[config.mk]
export PLATFORM = sky130hd
export DESIGN_NAME = riff_voxel_chunk_parser_flat
export DESIGN_NICKNAME = d
export VERILOG_FILES = /design/src/rtl/rvcp_pkg.sv /design/src/rtl/rvcp_ifs.sv /design/src/rtl/rvcp_parser.sv /design/src/rtl/rvcp_round.sv /design/src/rtl/riff_voxel_chunk_parser.sv /design/src/flat_wrapper.sv
export VERILOG_INCLUDE_DIRS = /design/src /design/src/rtl
export SDC_FILE = /design/constraint.sdc
export NUM_CORES = 1
export LEC_CHECK = 0
export BUFFER_PORTS_ARGS = -buffer_cell sky130_fd_sc_hd__buf_4
export CAP_MARGIN = 10
export CORE_MARGIN = 2
export CORE_UTILIZATION = 56
export DETAILED_ROUTE_END_ITERATION = 6
export PLACE_DENSITY_LB_ADDON = 0.25
export SLEW_MARGIN = 20
export SYNTH_ARGS = -nofsm -noshare
export SYNTH_HDL_FRONTEND = slang
export SYNTH_SLANG_ARGS = --single-unit
[constraint.sdc]
create_clock -name clk -period 12.9 [get_ports clk]
set_input_delay 0.645 -clock clk [delete_from_list [all_inputs] [get_ports clk]]
set_output_delay 0.645 -clock clk [all_outputs]
set_load 0.01 [all_outputs]
[src/rtl/riff_voxel_chunk_parser_macros.svh]
// Assertion helpers for the file that carries checks.
`ifndef RIFF_VOXEL_CHUNK_PARSER_MACROS_SVH
`define RIFF_VOXEL_CHUNK_PARSER_MACROS_SVH

// Same-cycle implication.
`define RVCP_ASSERT(lbl, clk, rst_n, ante, cons) \
	lbl: assert property (@(posedge clk) disable iff (!rst_n) (ante) |-> (cons)) \
		else $error("rvcp assertion failed");

// Next-cycle implication.
`define RVCP_ASSERT_NEXT(lbl, clk, rst_n, ante, cons) \
	lbl: assert property (@(posedge clk) disable iff (!rst_n) (ante) |=> (cons)) \
		else $error("rvcp assertion failed");

`endif

[src/rtl/rvcp_pkg.sv]
package rvcp_pkg;

	localparam int COORD_W = 14;

	// "fdtd" as it lands in the name register, first byte lowest.
	localparam logic [31:0] FDTD_NAME = 32'h6474_6466;

	typedef enum logic [1:0] {
		KIND_VOXEL = 2'd0,
		KIND_GRID  = 2'd1,
		KIND_OK    = 2'd2,
		KIND_FAULT = 2'd3
	} kind_t;

	typedef struct packed {
		logic  valid;
		kind_t kind;
		logic  last_of_run;
	} res_ctl_t;

	function automatic logic byte_alnum(input logic [7:0] c);
		byte_alnum = (c >= 8'h30 && c <= 8'h39) || (c >= 8'h41 && c <= 8'h5A) ||
			(c >= 8'h61 && c <= 8'h7A);
	endfunction

	function automatic logic name_alnum(input logic [31:0] nm);
		name_alnum = byte_alnum(nm[7:0]) && byte_alnum(nm[15:8]) &&
			byte_alnum(nm[23:16]) && byte_alnum(nm[31:24]);
	endfunction

endpackage

[src/rtl/rvcp_ifs.sv]
interface rvcp_byte_if;
	logic       valid;
	logic       ready;
	logic [7:0] byte_value;
	logic       is_last;

	modport source(output valid, byte_value, is_last, input ready);
	modport sink(input valid, byte_value, is_last, output ready);
endinterface

interface rvcp_res_if;
	logic                             valid;
	logic                             ready;
	rvcp_pkg::kind_t                  kind;
	logic [rvcp_pkg::COORD_W-1:0]     coord_x;
	logic [rvcp_pkg::COORD_W-1:0]     coord_y;
	logic [rvcp_pkg::COORD_W-1:0]     coord_z;
	logic [7:0]                       material;
	logic                             last_of_run;

	modport source(output valid, kind, coord_x, coord_y, coord_z, material, last_of_run,
		input ready);
	modport sink(input valid, kind, coord_x, coord_y, coord_z, material, last_of_run,
		output ready);
endinterface

[src/rtl/rvcp_parser.sv]
module rvcp_parser #(
	parameter int unsigned MAX_DIM = 4095
) (
	input  logic                                      clk,
	input  logic                                      arst_n,
	input  logic                                      accept,
	input  logic                                      adv,
	input  logic [7:0]                                byte_value,
	input  logic                                      is_last,
	output logic                                      pend,
	output rvcp_pkg::res_ctl_t                        ctl_s1,
	output logic [2:0][$clog2(MAX_DIM + 1):0]         sum_s1,
	output logic [7:0]                                mat_s1
);
	import rvcp_pkg::*;

	localparam int DIM_W = $clog2(MAX_DIM + 1);
	localparam int SUM_W = DIM_W + 1;

	typedef enum logic [3:0] {
		PH_HDR  = 4'b0001,
		PH_VAL  = 4'b0010,
		PH_PAY  = 4'b0100,
		PH_SKIP = 4'b1000
	} phase_t;

	phase_t                   phase_q, phase_n;
	logic [4:0]               cnt_q, cnt_n, cnt_inc;
	logic [31:0]              name_q, name_n;
	logic [23:0]              asm_q, asm_n;
	logic [31:0]              full_word;
	logic [30:0]              skip_q, skip_n;
	logic [5:0][DIM_W-1:0]    gv_q, gv_n;
	logic [2:0][DIM_W-1:0]    lc_q, lc_n;
	logic                     stopped_q, stopped_n;
	logic                     pend_q, pend_n;
	kind_t                    pend_kind_q, pend_kind_n;
	logic [DIM_W:0]           lc_z_inc, lc_y_inc, lc_x_inc;

	res_ctl_t                 r0_ctl;
	logic [2:0][SUM_W-1:0]    r0_sum;
	logic [7:0]               r0_mat;
	kind_t                    end_kind;

	assign pend = pend_q;

	always_comb begin
		phase_n     = phase_q;
		cnt_n       = cnt_q;
		name_n      = name_q;
		asm_n       = asm_q;
		skip_n      = skip_q;
		gv_n        = gv_q;
		lc_n        = lc_q;
		stopped_n   = stopped_q;
		pend_n      = 1'b0;
		pend_kind_n = KIND_OK;
		r0_ctl      = '{valid: 1'b0, kind: KIND_VOXEL, last_of_run: 1'b1};
		r0_sum      = '0;
		r0_mat      = '0;
		end_kind    = KIND_OK;
		cnt_inc     = cnt_q + 5'd1;
		full_word   = {byte_value, asm_q};
		lc_z_inc    = {1'b0, lc_q[2]} + {{DIM_W{1'b0}}, 1'b1};
		lc_y_inc    = {1'b0, lc_q[1]} + {{DIM_W{1'b0}}, 1'b1};
		lc_x_inc    = {1'b0, lc_q[0]} + {{DIM_W{1'b0}}, 1'b1};

		if (!stopped_q) begin
			unique case (phase_q)
				PH_HDR: begin
					cnt_n = cnt_inc;
					if (!cnt_q[2]) begin
						name_n = name_q | (32'(byte_value) << {cnt_q[1:0], 3'b000});
					end else if (cnt_q[1:0] != 2'd3) begin
						asm_n = asm_q | (24'(byte_value) << {cnt_q[1:0], 3'b000});
					end
					if (cnt_q == 5'd7) begin
						cnt_n  = '0;
						name_n = '0;
						asm_n  = '0;
						if (name_q == FDTD_NAME) begin
							phase_n = PH_VAL;
						end else if (!name_alnum(name_q)) begin
							r0_ctl.valid = 1'b1;
							r0_ctl.kind  = KIND_OK;
							stopped_n    = 1'b1;
						end else if (full_word[31]) begin
							r0_ctl.valid = 1'b1;
							r0_ctl.kind  = KIND_FAULT;
							stopped_n    = 1'b1;
						end else if (full_word[30:0] != 31'd0) begin
							skip_n  = full_word[30:0];
							phase_n = PH_SKIP;
						end
					end
				end
				PH_VAL: begin
					cnt_n = cnt_inc;
					if (cnt_q[1:0] != 2'd3) begin
						asm_n = asm_q | (24'(byte_value) << {cnt_q[1:0], 3'b000});
					end else begin
						asm_n = '0;
						if (full_word > 32'(MAX_DIM)) begin
							r0_ctl.valid = 1'b1;
							r0_ctl.kind  = KIND_FAULT;
							stopped_n    = 1'b1;
						end else begin
							for (int i = 0; i < 6; i++) begin
								if (cnt_q[4:2] == 3'(i)) begin
									gv_n[i] = full_word[DIM_W-1:0];
								end
							end
							if (cnt_q[4:2] == 3'd5) begin
								cnt_n        = '0;
								r0_ctl.valid = 1'b1;
								r0_ctl.kind  = KIND_GRID;
								r0_sum[0]    = SUM_W'(gv_q[0]) + SUM_W'(gv_q[3]);
								r0_sum[1]    = SUM_W'(gv_q[1]) + SUM_W'(gv_q[4]);
								r0_sum[2]    = SUM_W'(gv_q[2]) +
									SUM_W'(full_word[DIM_W-1:0]);
								lc_n         = '0;
								if (gv_q[0] == '0 || gv_q[1] == '0 || gv_q[2] == '0) begin
									phase_n = PH_HDR;
								end else begin
									phase_n = PH_PAY;
								end
							end
						end
					end
				end
				PH_PAY: begin
					r0_ctl.valid = 1'b1;
					r0_ctl.kind  = KIND_VOXEL;
					r0_sum[0]    = SUM_W'(lc_q[0]) + SUM_W'(gv_q[3]);
					r0_sum[1]    = SUM_W'(lc_q[1]) + SUM_W'(gv_q[4]);
					r0_sum[2]    = SUM_W'(lc_q[2]) + SUM_W'(gv_q[5]);
					r0_mat       = byte_value;
					// z runs fastest, then y, then x.
					lc_n[2] = lc_z_inc[DIM_W-1:0];
					if (lc_z_inc == {1'b0, gv_q[2]}) begin
						lc_n[2] = '0;
						lc_n[1] = lc_y_inc[DIM_W-1:0];
						if (lc_y_inc == {1'b0, gv_q[1]}) begin
							lc_n[1] = '0;
							lc_n[0] = lc_x_inc[DIM_W-1:0];
							if (lc_x_inc == {1'b0, gv_q[0]}) begin
								lc_n[0] = '0;
								phase_n = PH_HDR;
								cnt_n   = '0;
							end
						end
					end
				end
				PH_SKIP: begin
					if (skip_q != 31'd0) begin
						skip_n = skip_q - 31'd1;
					end
					if (skip_n == 31'd0) begin
						phase_n = PH_HDR;
					end
				end
				default: begin
					phase_n = PH_HDR;
				end
			endcase

			// End of file is judged on the state left after this byte.
			if (is_last && !stopped_n) begin
				stopped_n = 1'b1;
				if ((phase_n == PH_HDR && cnt_n == 5'd0) || phase_n == PH_SKIP) begin
					end_kind = KIND_OK;
				end else begin
					end_kind = KIND_FAULT;
				end
				if (r0_ctl.valid) begin
					r0_ctl.last_of_run = 1'b0;
					pend_n             = 1'b1;
					pend_kind_n        = end_kind;
				end else begin
					r0_ctl.valid = 1'b1;
					r0_ctl.kind  = end_kind;
				end
			end
		end
	end

	always_ff @(posedge clk or negedge arst_n) begin
		if (!arst_n) begin
			phase_q     <= PH_HDR;
			cnt_q       <= '0;
			name_q      <= '0;
			asm_q       <= '0;
			skip_q      <= '0;
			gv_q        <= '0;
			lc_q        <= '0;
			stopped_q   <= 1'b0;
			pend_q      <= 1'b0;
			pend_kind_q <= KIND_OK;
			ctl_s1      <= '{valid: 1'b0, kind: KIND_VOXEL, last_of_run: 1'b0};
		end else begin
			if (accept) begin
				phase_q     <= phase_n;
				cnt_q       <= cnt_n;
				name_q      <= name_n;
				asm_q       <= asm_n;
				skip_q      <= skip_n;
				gv_q        <= gv_n;
				lc_q        <= lc_n;
				stopped_q   <= stopped_n;
				pend_q      <= pend_n;
				pend_kind_q <= pend_kind_n;
			end else if (adv) begin
				pend_q <= 1'b0;
			end
			if (adv) begin
				if (accept) begin
					ctl_s1 <= r0_ctl;
				end else if (pend_q) begin
					ctl_s1 <= '{valid: 1'b1, kind: pend_kind_q, last_of_run: 1'b1};
				end else begin
					ctl_s1.valid <= 1'b0;
				end
			end
		end
	end

	always_ff @(posedge clk) begin
		if (adv) begin
			if (accept) begin
				sum_s1 <= r0_sum;
				mat_s1 <= r0_mat;
			end else begin
				sum_s1 <= '0;
				mat_s1 <= '0;
			end
		end
	end

endmodule

[src/rtl/rvcp_round.sv]
module rvcp_round #(
	parameter int unsigned MAX_DIM    = 4095,
	parameter int unsigned ROUND_UNIT = 4
) (
	input  logic                                 clk,
	input  logic                                 arst_n,
	input  logic                                 adv,
	input  rvcp_pkg::res_ctl_t                   ctl_s1,
	input  logic [2:0][$clog2(MAX_DIM + 1):0]    sum_s1,
	input  logic [7:0]                           mat_s1,
	rvcp_res_if.source                           result_ch
);
	import rvcp_pkg::*;

	localparam int DIM_W = $clog2(MAX_DIM + 1);
	localparam int SUM_W = DIM_W + 1;
	localparam int RB    = $clog2(ROUND_UNIT + 1);
	localparam int N     = SUM_W + RB;
	localparam int SH    = N + RB;
	localparam int PW    = N + SH + 1;
	localparam int NR    = N + RB;
	// Reciprocal of the rounding unit; exact for every dividend below 2**N.
	localparam logic [SH:0] MUL =
		(SH + 1)'(((64'd1 << SH) + 64'(ROUND_UNIT) - 64'd1) / 64'(ROUND_UNIT));

	res_ctl_t                ctl_s2, ctl_s3;
	logic [2:0][N-1:0]       val_n, val_s2;
	logic [2:0][PW-1:0]      prod;
	logic [2:0][N-1:0]       ext;
	logic [2:0][NR-1:0]      scaled;
	logic [2:0][COORD_W-1:0] coord_n, coord_s3;
	logic [7:0]              mat_s2, mat_s3;

	// Stage 2: quotient of the rounded-up division for grid results.
	always_comb begin
		for (int a = 0; a < 3; a++) begin
			ext[a]   = N'(sum_s1[a]);
			prod[a]  = PW'(ext[a] + N'(ROUND_UNIT - 1)) * PW'(MUL);
			val_n[a] = (ctl_s1.kind == KIND_GRID) ? prod[a][SH +: N] : ext[a];
		end
	end

	// Stage 3: scale grid quotients back up to a multiple of the unit.
	always_comb begin
		for (int a = 0; a < 3; a++) begin
			scaled[a]  = NR'(val_s2[a]) * NR'(ROUND_UNIT);
			coord_n[a] = (ctl_s2.kind == KIND_GRID) ? COORD_W'(scaled[a]) :
				COORD_W'(val_s2[a]);
		end
	end

	always_ff @(posedge clk or negedge arst_n) begin
		if (!arst_n) begin
			ctl_s2 <= '{valid: 1'b0, kind: KIND_VOXEL, last_of_run: 1'b0};
			ctl_s3 <= '{valid: 1'b0, kind: KIND_VOXEL, last_of_run: 1'b0};
		end else if (adv) begin
			ctl_s2 <= ctl_s1;
			ctl_s3 <= ctl_s2;
		end
	end

	always_ff @(posedge clk) begin
		if (adv) begin
			val_s2   <= val_n;
			mat_s2   <= mat_s1;
			coord_s3 <= coord_n;
			mat_s3   <= mat_s2;
		end
	end

	assign result_ch.valid       = ctl_s3.valid;
	assign result_ch.kind        = ctl_s3.kind;
	assign result_ch.last_of_run = ctl_s3.last_of_run;
	assign result_ch.coord_x     = coord_s3[0];
	assign result_ch.coord_y     = coord_s3[1];
	assign result_ch.coord_z     = coord_s3[2];
	assign result_ch.material    = mat_s3;

endmodule

[src/rtl/riff_voxel_chunk_parser.sv]
// Channel     Modport  Carries
// byte_ch     sink     byte_value, is_last
// result_ch   source   kind, coord_x, coord_y, coord_z, material, last_of_run
//
// One byte is taken per cycle unless the output stalls; its results leave through
// the s1, s2 and s3 registers. A final byte that also yields a voxel write or a
// grid size holds the input off while its end result enters the output pipeline.
// A result that is not taken stalls the whole pipeline, input included.
// Reset is asynchronous and at once clears all state but the result data; no clearing pass.
`include "riff_voxel_chunk_parser_macros.svh"

module riff_voxel_chunk_parser #(
	parameter int unsigned MAX_DIM    = 4095,
	parameter int unsigned ROUND_UNIT = 4
) (
	input  logic          clk,
	input  logic          arst_n,
	rvcp_byte_if.sink     byte_ch,
	rvcp_res_if.source    result_ch
);
	import rvcp_pkg::*;

	localparam int DIM_W = $clog2(MAX_DIM + 1);

	logic                    adv;
	logic                    accept;
	logic                    pend;
	res_ctl_t                ctl_s1;
	logic [2:0][DIM_W:0]     sum_s1;
	logic [7:0]              mat_s1;

	assign adv           = !result_ch.valid || result_ch.ready;
	assign byte_ch.ready = adv && !pend;
	assign accept        = byte_ch.valid && byte_ch.ready;

	rvcp_parser #(
		.MAX_DIM(MAX_DIM)
	) u_parser (
		.clk       (clk),
		.arst_n    (arst_n),
		.accept    (accept),
		.adv       (adv),
		.byte_value(byte_ch.byte_value),
		.is_last   (byte_ch.is_last),
		.pend      (pend),
		.ctl_s1    (ctl_s1),
		.sum_s1    (sum_s1),
		.mat_s1    (mat_s1)
	);

	rvcp_round #(
		.MAX_DIM   (MAX_DIM),
		.ROUND_UNIT(ROUND_UNIT)
	) u_round (
		.clk      (clk),
		.arst_n   (arst_n),
		.adv      (adv),
		.ctl_s1   (ctl_s1),
		.sum_s1   (sum_s1),
		.mat_s1   (mat_s1),
		.result_ch(result_ch)
	);

	// An end result always closes the run of its byte.
	`RVCP_ASSERT(a_end_is_last, clk, arst_n, result_ch.valid && (result_ch.kind == KIND_OK || result_ch.kind == KIND_FAULT), result_ch.last_of_run)
	// Nothing follows a delivered end result.
	`RVCP_ASSERT_NEXT(a_quiet_after_end, clk, arst_n, result_ch.valid && result_ch.ready && (result_ch.kind == KIND_OK || result_ch.kind == KIND_FAULT), !result_ch.valid)
	// A result that does not close its run is followed at once by the end result.
	`RVCP_ASSERT_NEXT(a_pair_adjacent, clk, arst_n, result_ch.valid && result_ch.ready && !result_ch.last_of_run, result_ch.valid && (result_ch.kind == KIND_OK || result_ch.kind == KIND_FAULT))

endmodule

[src/flat_wrapper.sv]
// flat-port wrapper written by rule: the top's interface ports become plain ports
module riff_voxel_chunk_parser_flat import rvcp_pkg::*;
#(
	parameter int unsigned MAX_DIM    = 4095,
	parameter int unsigned ROUND_UNIT = 4
)
  (clk, arst_n, byte_ch_valid, byte_ch_byte_value, byte_ch_is_last, byte_ch_ready, result_ch_valid, result_ch_kind, result_ch_coord_x, result_ch_coord_y, result_ch_coord_z, result_ch_material, result_ch_last_of_run, result_ch_ready);
  rvcp_byte_if byte_ch_i ();
  rvcp_res_if result_ch_i ();
  input  logic clk;
  input  logic arst_n;
  input wire logic [$bits(byte_ch_i.valid)-1:0] byte_ch_valid;
  input wire logic [$bits(byte_ch_i.byte_value)-1:0] byte_ch_byte_value;
  input wire logic [$bits(byte_ch_i.is_last)-1:0] byte_ch_is_last;
  output wire logic [$bits(byte_ch_i.ready)-1:0] byte_ch_ready;
  output wire logic [$bits(result_ch_i.valid)-1:0] result_ch_valid;
  output wire logic [$bits(result_ch_i.kind)-1:0] result_ch_kind;
  output wire logic [$bits(result_ch_i.coord_x)-1:0] result_ch_coord_x;
  output wire logic [$bits(result_ch_i.coord_y)-1:0] result_ch_coord_y;
  output wire logic [$bits(result_ch_i.coord_z)-1:0] result_ch_coord_z;
  output wire logic [$bits(result_ch_i.material)-1:0] result_ch_material;
  output wire logic [$bits(result_ch_i.last_of_run)-1:0] result_ch_last_of_run;
  input wire logic [$bits(result_ch_i.ready)-1:0] result_ch_ready;
  assign byte_ch_i.valid = byte_ch_valid;
  assign byte_ch_i.byte_value = byte_ch_byte_value;
  assign byte_ch_i.is_last = byte_ch_is_last;
  assign byte_ch_ready = byte_ch_i.ready;
  assign result_ch_valid = result_ch_i.valid;
  assign result_ch_kind = result_ch_i.kind;
  assign result_ch_coord_x = result_ch_i.coord_x;
  assign result_ch_coord_y = result_ch_i.coord_y;
  assign result_ch_coord_z = result_ch_i.coord_z;
  assign result_ch_material = result_ch_i.material;
  assign result_ch_last_of_run = result_ch_i.last_of_run;
  assign result_ch_i.ready = result_ch_ready;
  riff_voxel_chunk_parser #(.MAX_DIM(MAX_DIM), .ROUND_UNIT(ROUND_UNIT)) u_core (.clk(clk), .arst_n(arst_n), .byte_ch(byte_ch_i), .result_ch(result_ch_i));
endmodule
==> results of run 1 <==
-- registers in the layout, indices dropped and copies added (netlist names), 2 cells and up --
| name | flops |
|---|---|
| u_core.u_parser.asm_q | 24 |
| u_core.u_parser.cnt_q | 5 |
| u_core.u_parser.ctl_s1 | 4 |
| u_core.u_parser.gv_q | 72 |
| u_core.u_parser.lc_q | 36 |
| u_core.u_parser.mat_s1 | 8 |
| u_core.u_parser.name_q | 32 |
| u_core.u_parser.phase_q | 4 |
| u_core.u_parser.skip_q | 31 |
| u_core.u_parser.sum_s1 | 39 |
| u_core.u_round.ctl_s2 | 4 |
| u_core.u_round.mat_s2 | 8 |
| u_core.u_round.result_ch.coord_x | 14 |
| u_core.u_round.result_ch.coord_y | 14 |
| u_core.u_round.result_ch.coord_z | 14 |
| u_core.u_round.result_ch.kind | 2 |
| u_core.u_round.result_ch.material | 8 |
| u_core.u_round.val_s2 | 39 |
-- power by group through the flow --
| stage | sequential (mW) | clock (mW) | combinational (mW) |
|---|---|---|---|
| after floorplan | 1.63 | 0 | 0.414 |
| after global placement | 1.67 | 0 | 0.578 |
| after detailed placement | 1.68 | 0 | 0.590 |
| after CTS | 1.66 | 1.15 | 0.594 |
| after global routing | 1.70 | 1.19 | 0.661 |
| final | 1.67 | 1.13 | 0.597 |
-- layer usage --
layer	track usage [%]	vias to the layer above
met3	4.84	114
met5	0	-
met1	38.3	8273
met2	44.0	701
met4	10.0	0
li1	-	7958
-- layout by cell type, fill, tap and decap left out, drive strengths merged, types with 18 or more instances in the layout --
cell / synthesis / routed
o21ai: 141 / 141
a21oi: 178 / 178
o31ai: 22 / 22
mux2: 90 / 90
o22ai: 38 / 38
clkbuf: 102 / 63
nor3: 48 / 48
buf: 19 / 87
xor2: 54 / 54
nor4: 39 / 39
xnor2: 62 / 62
nand2b: 18 / 18
nand2: 227 / 227
and3: 28 / 28
nor2: 175 / 175
o211ai: 21 / 21
nor2b: 29 / 29
ha: 78 / 78
nand4: 28 / 28
edfxtp: 144 / 144
dfrtp: 218 / 218
a21o: 29 / 29
inv: 58 / 60
or3: 21 / 21
or4: 20 / 20
nand3: 68 / 68
-- kinds of logic after synthesis --
group / count (synthesis) / synth area share [%]
AND/OR/NAND/NOR: 758 / 18.1
AO/OA/AOI/OAI: 559 / 16.5
multiplexers: 97 / 5.15
XOR/XNOR: 117 / 4.94
flip-flops: 363 / 46.6
adder cells (fa/ha/maj): 84 / 5.21
buffers and inverters: 179 / 3.47
-- worst paths after layout --
check,start,endpoint,slack [ns],cells after the start
setup / recovery,u_core.u_parser.lc_q[13],u_core.u_parser.lc_q[5],8.73,10
hold / removal,arst_n,u_core.u_parser.name_q[27],0.09,1
setup reg to reg,u_core.u_parser.lc_q[13],u_core.u_parser.lc_q[5],8.73,10
hold reg to reg,u_core.u_parser.mat_s1[2],u_core.u_round.mat_s2[2],0.42,0
max in group asynchronous,arst_n,u_core.u_parser.gv_q[36],11.54,2
min in group clk,byte_ch_is_last,u_core.u_parser.stopped_q,0.37,3
-- metrics by stage --
| step | hold slack [ns] | cell area (um^2) | std cells |
|---|---|---|---|
| after CTS | 0.0903 | 23100 | 2663 |
| after floorplan | 0.349 | 21000 | 2157 |
| final | 0.0891 | 23100 | 2664 |
| after detailed placement | 0.406 | 21800 | 2590 |
| after global placement | 0.402 | 21800 | 2590 |
| after global routing | 0.126 | 23100 | 2664 |
-- worst max-delay path, stage by stage (launching register included) --
cell and delay [ns]:
dfrtp_1 0.50, ha_1 0.40, xor3_1 0.45, or3_1 0.31, a311oi_1 0.38, o32ai_1 0.18
nor4_2 0.17, buf_4 0.22, nand4b_1 0.70, or4_1 0.69, nand2_1 0.08
-- area by class of cell --
class                           count  area (um^2)
Fill cell                        2938        13700
Multi-Input combinational cell   1615        10500
Sequential cell                   363         9810
Clock buffer                       63         1170
Timing Repair Buffer               87          677
Tap cell                          468          586
Inverter                           58          223
Clock inverter                     10          128
==> impl_metrics.json, run 1 <==
{
  "cts_htree_levels": 2,
  "syn-num-nets": 2254,
  "wl_met2_um": 24600,
  "holdBufCountCts": 0,
  "grt_pass1_vias": 15800,
  "postLayoutCoreUtil_pct": 62.9,
  "ys.flop_type": "dfrtp_1",
  "first_pass_iters": 5,
  "p_per_area_nw_per_um2": 147,
  "remaining_drc_errors": 0,
  "grt_remaining_overflow": 0,
  "async_flop_share_pct": 60.3,
  "cp-start-kind": "register",
  "wire_per_inst_um": 20.2,
  "setup_violations": 0,
  "grt_usage_pct": 27.7,
  "p_int_mw": 2.39,
  "die_y_um": 198,
  "pwr-share-seq_pct": 49.2,
  "fin_nets": 2262,
  "area_delta_synth_final_pct": 9.96,
  "cts_setup_buffers": 0,
  "clock_skew_ns": 0.0238,
  "pwr-share-clk_pct": 33.2,
  "power_switching_mw": 1.00,
  "post_cts_resize_count": 0,
  "grt_max_degree": 87,
  "ant_nets": 0,
  "fin_crit_sh_pct": 32.3,
  "start_util_pct": 57.2,
  "die_w_um": 198,
  "hp-class": "input port to asynchronous set/reset pin",
  "clkTransAtPathRegs_ns": 0.06,
  "drt-met1-wl_um": 23600,
  "slew_headroom_pct": 22.8,
  "synth.most_common_cell": "nand2_1",
  "total_power_mw": 3.39,
  "drive_gt1_share_pct": 12.9,
  "via_count": 17000,
  "post-place-ws_ns": 8.81,
  "drtIter0Drc": 1572,
  "synth-edff-count": 144,
  "syn_avg_cell_area_um2": 9.75,
  "yosysTopAreaCellShare_pct": 25.9,
  "yosys_register_bits": 363,
  "hold_viol": 0,
  "synth_top_area_cell": "dfrtp_1",
  "dieArea_um2": 39100,
  "p_leak_nw": 10.0,
  "worst-slew-pin-transition_ns": 1.15,
  "io_buffers": 67,
  "cts_buffers": 40,
  "endpoint_kind": "register",
  "swShare_pct": 29.5,
  "setup_slack_ns": 8.73,
  "synth_area_leaders": "dfrtp_1 26%, edfxtp_1 21%, mux2_2 4.7%",
  "dp_hpwl_um": 37300,
  "rows": 70,
  "crit_path_max_fanout": 21,
  "yosys_warnings": 0,
  "coreArea_um2": 36800,
  "maxSlewViolCount": 0,
  "synth.distinct_cells": 94,
  "outcome": "finished clean",
  "root_buffer": "clkbuf_16",
  "cts_tree": "built",
  "peakVddDrop_mv": 0.101,
  "route.met3.wl_um": 3830,
  "critical_path_arrival_ns": 4.66,
  "fin_crit_ns": 4.17,
  "clock-sinks": 363,
  "fmax_mhz": 240,
  "required_ns": 13.39,
  "ios": 68,
  "routed_via_density": 6.40,
  "grt_pass1_wl_um": 85600,
  "p_comb_share_pct": 17.6,
  "clk_latency_ns": 0.57,
  "antenna_found_initial": 0,
  "crit_type": "register to register",
  "synth_cells": 2157,
  "gp_congestion": 0.958,
  "wirelength_um": 53800,
  "drv_cap": 0,
  "antenna-diode-count": 0,
  "yosysSeqAreaShare_pct": 46.6,
  "clockBufferDepth": 3,
  "rsz0062_at_grt": "no",
  "setup_tns_ns": 0,
  "yosys-top-cells-count": "226 x nand2_1, 218 x dfrtp_1, 177 x a21oi_1",
  "syn_area_um2": 21000,
  "top_layer": "met4"
}
Power figures use the tool's default switching activity.
==> run 2, diff against run 1 <==
==> constraint.sdc (replaced) <==
create_clock -name clk -period 3.6 [get_ports clk]
set_input_delay 0.18 -clock clk [delete_from_list [all_inputs] [get_ports clk]]
set_output_delay 0.18 -clock clk [all_outputs]
set_load 0.01 [all_outputs]
==> run 2 against run 1 <==
Compared with the run above:
- maximum frequency grew 25%
- critical path depth shrank 2
- final cell count grew 1.9%
- largest cell class unchanged
- die area is the same
- via count grew 0.22%
- routed wire length grew 1.3%
==> impl_metrics.json, run 2 (synthesis gave the netlist of run 1 again) <==
{
  "postLayoutCoreUtil_pct": 64.2,
  "ant_nets": 0,
  "clock-sinks": 363,
  "grt_pass1_wl_um": 87800,
  "setup_tns_ns": 0,
  "drv_cap": 0,
  "p_per_area_nw_per_um2": 526,
  "grt_pass1_vias": 16400,
  "rows": 70,
  "cts_buffers": 40,
  "setup_violations": 0,
  "max_stage_delay_ns": 0.70,
  "grt_remaining_overflow": 0,
  "maxSlewViolCount": 0,
  "fin_nets": 2316,
  "root_buffer": "clkbuf_16",
  "worst_path_most_repeated_cell": "nand4_1",
  "worst-slew-pin-transition_ns": 1.00,
  "layout_commonest_cell": "nand2_1",
  "endpoint_kind": "register",
  "fmax_mhz": 300,
  "io_buffers": 67,
  "hp-class": "input port to register",
  "rsz0062_at_grt": "no",
  "top_register": "u_core.u_parser.gv_q",
  "wirelength_um": 54500,
  "ios": 68,
  "fin_crit_ns": 3.33,
  "largest_register_ff_count": 72,
  "grt_max_degree": 92,
  "die_y_um": 198,
  "fin_crit_sh_pct": 92.6,
  "p_leak_nw": 10.3,
  "via_count": 17100,
  "critical_path_arrival_ns": 3.75,
  "drive_gt1_share_pct": 15.0,
  "slew_headroom_pct": 33.1,
  "antenna_found_initial": 0,
  "critical_path.cell_chain": "or4_1 > nor4_4 > nand4_1 > a221o_1 > nor4b_1 > nand4_1 > a22o_1 > mux2_2",
  "hold_viol": 0,
  "die_w_um": 198,
  "clockBufferDepth": 3,
  "gp_congestion": 1.00,
  "fillers": 2953,
  "drtIter0Drc": 1493,
  "cts_htree_levels": 2,
  "post-place-ws_ns": 0.286,
  "outcome": "finished clean",
  "peakVddDrop_mv": 0.344,
  "dieArea_um2": 39100,
  "remaining_drc_errors": 0,
  "cts_setup_buffers": 0,
  "area_delta_synth_final_pct": 12.3,
  "cp-start-kind": "register",
  "wire_per_inst_um": 20.1,
  "largest_registers": "u_core.u_parser.gv_q: 72 flops, u_core.u_parser.sum_s1: 39 flops, u_core.u_round.val_s2: 39 flops",
  "critPathSlowestCell": "or4_1",
  "coreArea_um2": 36800,
  "grt_usage_pct": 28.3,
  "setup_slack_ns": 0.266,
  "start_util_pct": 57.2,
  "routed_via_density": 6.29,
  "clkTransAtPathRegs_ns": 0.06,
  "crit_type": "register to register",
  "crit_path_max_fanout": 9,
  "layout_common_cells": "226 x nand2_1, 218 x dfrtp_1, 177 x a21oi_1",
  "antenna-diode-count": 0,
  "clk_latency_ns": 0.54,
  "dp_hpwl_um": 38600,
  "clock_skew_ns": 0.0237,
  "required_ns": 4.02,
  "cts_tree": "built",
  "first_pass_iters": 6
}
-- run 2: cell count changes in the layout (fill, tap and decap cells not counted), moves of 2 or more --
cell	before	now
clkbuf_1	15	6
clkinvlp_4	1	3
buf_4	84	133
clkbuf_8	8	10
buf_12	1	3
bufinv_16	2	4
dlygate4sd3_1	0	4
-- run 2: worst max-delay path, delay by kind of cell, from the launching register on --
kind               cells  cell delay, ns
DFF                    1            0.45
AOI/OAI and AO/OA      2            0.64
muxes                  1            0.27
and+or+nand+nor        5            1.85
-- run 2: area by class of cell --
cell class	count	area, um^2	area share (%)
well taps	468	586	2.48
clock inverters	11	163	0.689
repair buffers	141	1110	4.72
multi-input cells	1615	10500	44.6
clock buffers	58	1190	5.06
inverters	58	223	0.943
flip-flops and latches	363	9810	41.5
-- run 2: where the power goes --
group | internal [mW] | total, mW | leakage [nW] | switching, mW
clock network | 2.58 | 4.22 | 0.661 | 1.64
registers | 5.26 | 5.94 | 4.64 | 0.677
logic | 0.976 | 2.26 | 5.03 | 1.28
total | 8.81 | 12.4 | 10.3 | 3.60
-- run 2: path summary, 6_finish.rpt --
| kind | start | endpoint | slack, ns | cells after the start |
|---|---|---|---|---|
| setup / recovery | u_core.u_parser.skip_q[12] | u_core.u_parser.phase_q[3] | 0.27 | 8 |
| hold / removal | byte_ch_byte_value[4] | u_core.u_parser.name_q[20] | 0.03 | 3 |
| setup reg to reg | u_core.u_parser.skip_q[12] | u_core.u_parser.phase_q[3] | 0.27 | 8 |
| hold reg to reg | u_core.u_parser.mat_s1[7] | u_core.u_round.mat_s2[7] | 0.42 | 0 |
| max in group asynchronous | arst_n | u_core.u_parser.gv_q[40] | 2.44 | 3 |
| min in group asynchronous | arst_n | u_core.u_parser.name_q[11] | 0.26 | 2 |
-- run 2: stage by stage --
| step | std cells | instance area, um^2 | total power, mW | hold slack (ns) |
|---|---|---|---|---|
| floorplan | 2157 | 21000 | 7.31 | -0.116 |
| global placement | 2641 | 22200 | 8.17 | 0.235 |
| detailed placement | 2641 | 22200 | 8.23 | 0.249 |
| CTS | 2714 | 23600 | 12.5 | 0.0127 |
| global route | 2714 | 23600 | 13.0 | 0.0362 |
| finish | 2714 | 23600 | 12.4 | 0.0340 |
-- run 2: what timing repair did --
action / in CTS / in global routing
resized for setup: 0 / 1
endpoints found under the setup margin: 0 / 3
hold buffers: 4 / 0
hold endpoints to repair: 91 / 0
-- run 2: routing by layer --
layer | global-route usage, % | share of wire [%] | vias to the layer above
met3 | 4.48 | 6.9 | 127
met5 | 0 | 0 | -
met4 | 9.58 | 3.2 | 0
li1 | - | - | 8049
met2 | 44.8 | 45 | 634
met1 | 39.9 | 45 | 8274
==> run 3, diff against run 2 <==
--- a/config.mk
+++ b/config.mk
@@ -11,7 +11,7 @@
 export CORE_MARGIN = 2
 export CORE_UTILIZATION = 56
 export DETAILED_ROUTE_END_ITERATION = 6
-export PLACE_DENSITY_LB_ADDON = 0.25
+export PLACE_DENSITY = 0.76
 export SLEW_MARGIN = 20
 export SYNTH_ARGS = -nofsm -noshare
 export SYNTH_HDL_FRONTEND = slang
==> run 3 against run 2 <==
Compared with the run above:
- design area shrank 0.19%
- total power shrank 1.4%
- global-route usage grew 0.16 points
- register-to-register slack lost 0.03 ns
- setup slack lost 0.031 ns
==> impl_metrics.json, run 3 (synthesis gave the netlist of run 1 again) <==
{
  "die_w_um": 198,
  "slew_headroom_pct": 39.3,
  "remaining_drc_errors": 0,
  "worst-slew-pin-transition_ns": 0.911,
  "via_count": 17300,
  "rows": 70,
  "grt_usage_pct": 28.4,
  "layout_common_cells": "226 x nand2_1, 218 x dfrtp_1, 177 x a21oi_1",
  "clk_latency_ns": 0.54,
  "final_area_um2": 23600,
  "die_y_um": 198,
  "wire_per_inst_um": 20.2,
  "clockBufferDepth": 3,
  "setup_tns_ns": 0,
  "clock_skew_ns": 0.0211,
  "clock-sinks": 363,
  "dieArea_um2": 39100,
  "min-delay-start": "byte_ch_byte_value[3]",
  "dp_hpwl_um": 38900,
  "layout_commonest_cell": "nand2_1",
  "p_leak_nw": 10.3,
  "r2r-start": "u_core.u_parser.skip_q[0]",
  "area_delta_synth_final_pct": 12.0,
  "cts_buffers": 39,
  "setup_violations": 0,
  "crit_type": "register to register",
  "hp-class": "input port to register",
  "fin_nets": 2315,
  "cp-start-kind": "register",
  "critPathSlowestCell": "ha_1",
  "fmax_mhz": 297,
  "drive_gt1_share_pct": 15.0,
  "grt_pass1_wl_um": 88300,
  "cts_tree": "built",
  "largest_registers": "u_core.u_parser.gv_q: 72 flops, u_core.u_parser.sum_s1: 39 flops, u_core.u_round.val_s2: 39 flops",
  "largest_register_ff_count": 72,
  "ant_nets": 0,
  "cts_htree_levels": 2,
  "maxSlewViolCount": 0,
  "grt_pass1_vias": 16600,
  "crit_buf_inv": 1,
  "io_buffers": 67,
  "peakVddDrop_mv": 0.358,
  "critical_path_arrival_ns": 3.77,
  "drv_cap": 0,
  "outcome": "finished clean",
  "endpoint_kind": "register",
  "start_util_pct": 57.2,
  "gp_congestion": 0.929,
  "placed_cell_area_um2": 22200,
  "rsz0062_at_grt": "no",
  "fin_crit_sh_pct": 93.5,
  "ios": 68,
  "crit_start": "u_core.u_parser.skip_q[0]",
  "antenna-diode-count": 0,
  "coreArea_um2": 36800,
  "grt_remaining_overflow": 0,
  "wirelength_um": 54800,
  "first_pass_iters": 5,
  "critical_path.cell_chain": "inv_1 > ha_1 > nor3b_1 > a211oi_1 > a2111o_1 > a211oi_1 > nand4_1 > nor4b_2 > nand4_1 > a21oi_1 > o21ai_0",
  "routed_via_density": 6.37,
  "required_ns": 4.00,
  "drtIter0Drc": 1698,
  "hold_viol": 0,
  "p_per_area_nw_per_um2": 519,
  "antenna_found_initial": 1,
  "fin_crit_ns": 3.37,
  "cts_setup_buffers": 0,
  "path_delay_family": "compound AO/OA/AOI/OAI gates",
  "crit_path_max_fanout": 15,
  "max_stage_delay_ns": 0.50,
  "top_register": "u_core.u_parser.gv_q",
  "root_buffer": "clkbuf_16",
  "grt_max_degree": 105,
  "clkTransAtPathRegs_ns": 0.06
}
-- run 3: worst min-delay path: cells and delay by family --
| family | cells | cell delay [ns] |
|---|---|---|
| simple gates | 1 | 0.07 |
| buf+inv | 1 | 0.18 |
| compound gates | 1 | 0.09 |
-- run 3: worst paths after layout --
kind / end / slack, ns / cells past startpoint
worst max-delay path: u_core.u_parser.pend_kind_q[0] / 0.23 / 11
worst min-delay path: u_core.u_parser.name_q[3] / 0.03 / 3
worst max register to register: u_core.u_parser.pend_kind_q[0] / 0.23 / 11
worst min register to register: u_core.u_round.mat_s2[6] / 0.42 / 0
max in group asynchronous: u_core.u_parser.lc_q[19] / 2.48 / 3
min in group asynchronous: u_core.u_parser.skip_q[28] / 0.22 / 2
-- run 3: final cells by class --
cell class / count / area [um^2]
sequential: 363 / 9810
tap: 468 / 586
timing repair buffer: 141 / 1140
clock buffer: 58 / 1170
inverter: 58 / 223
fill: 2953 / 13200
clock inverter: 13 / 108
multi-input combinational: 1615 / 10500
-- run 3: timing repair --
item	CTS	global route
hold endpoints to repair	86	0
resized for setup	0	4
hold buffers	4	0
endpoints found under the setup margin	0	24
-- run 3: power breakdown --
| part | switching (mW) | total, mW | internal, mW |
|---|---|---|---|
| Combinational | 1.32 | 2.30 | 0.986 |
| Clock | 1.66 | 3.98 | 2.33 |
| Sequential | 0.683 | 5.95 | 5.26 |
| Total | 3.66 | 12.2 | 8.57 |
-- run 3: layer usage --
layer / vias up / share of wire (%) / GRT usage [%]
li1: 8062 / - / -
met1: 8467 / 43 / 38.8
met2: 663 / 47 / 46.2
met3: 121 / 7.2 / 4.45
met4: 0 / 3.3 / 10.4
met5: - / 0 / 0
-- run 3: stage by stage --
stage / util, % / setup WS (ns) / power, mW / instances / hold WS [ns]
finish: 64.1 / 0.235 / 12.2 / 2716 / 0.0253
global route: 64.1 / 0.0107 / 12.8 / 2716 / 0.0305
CTS: 64.0 / 0.115 / 12.3 / 2715 / 0.00328
detailed placement: 60.4 / 0.145 / 8.29 / 2640 / 0.271
global placement: 60.4 / 0.289 / 8.21 / 2640 / 0.265
floorplan: - / 0.517 / 7.31 / 2157 / -0.116
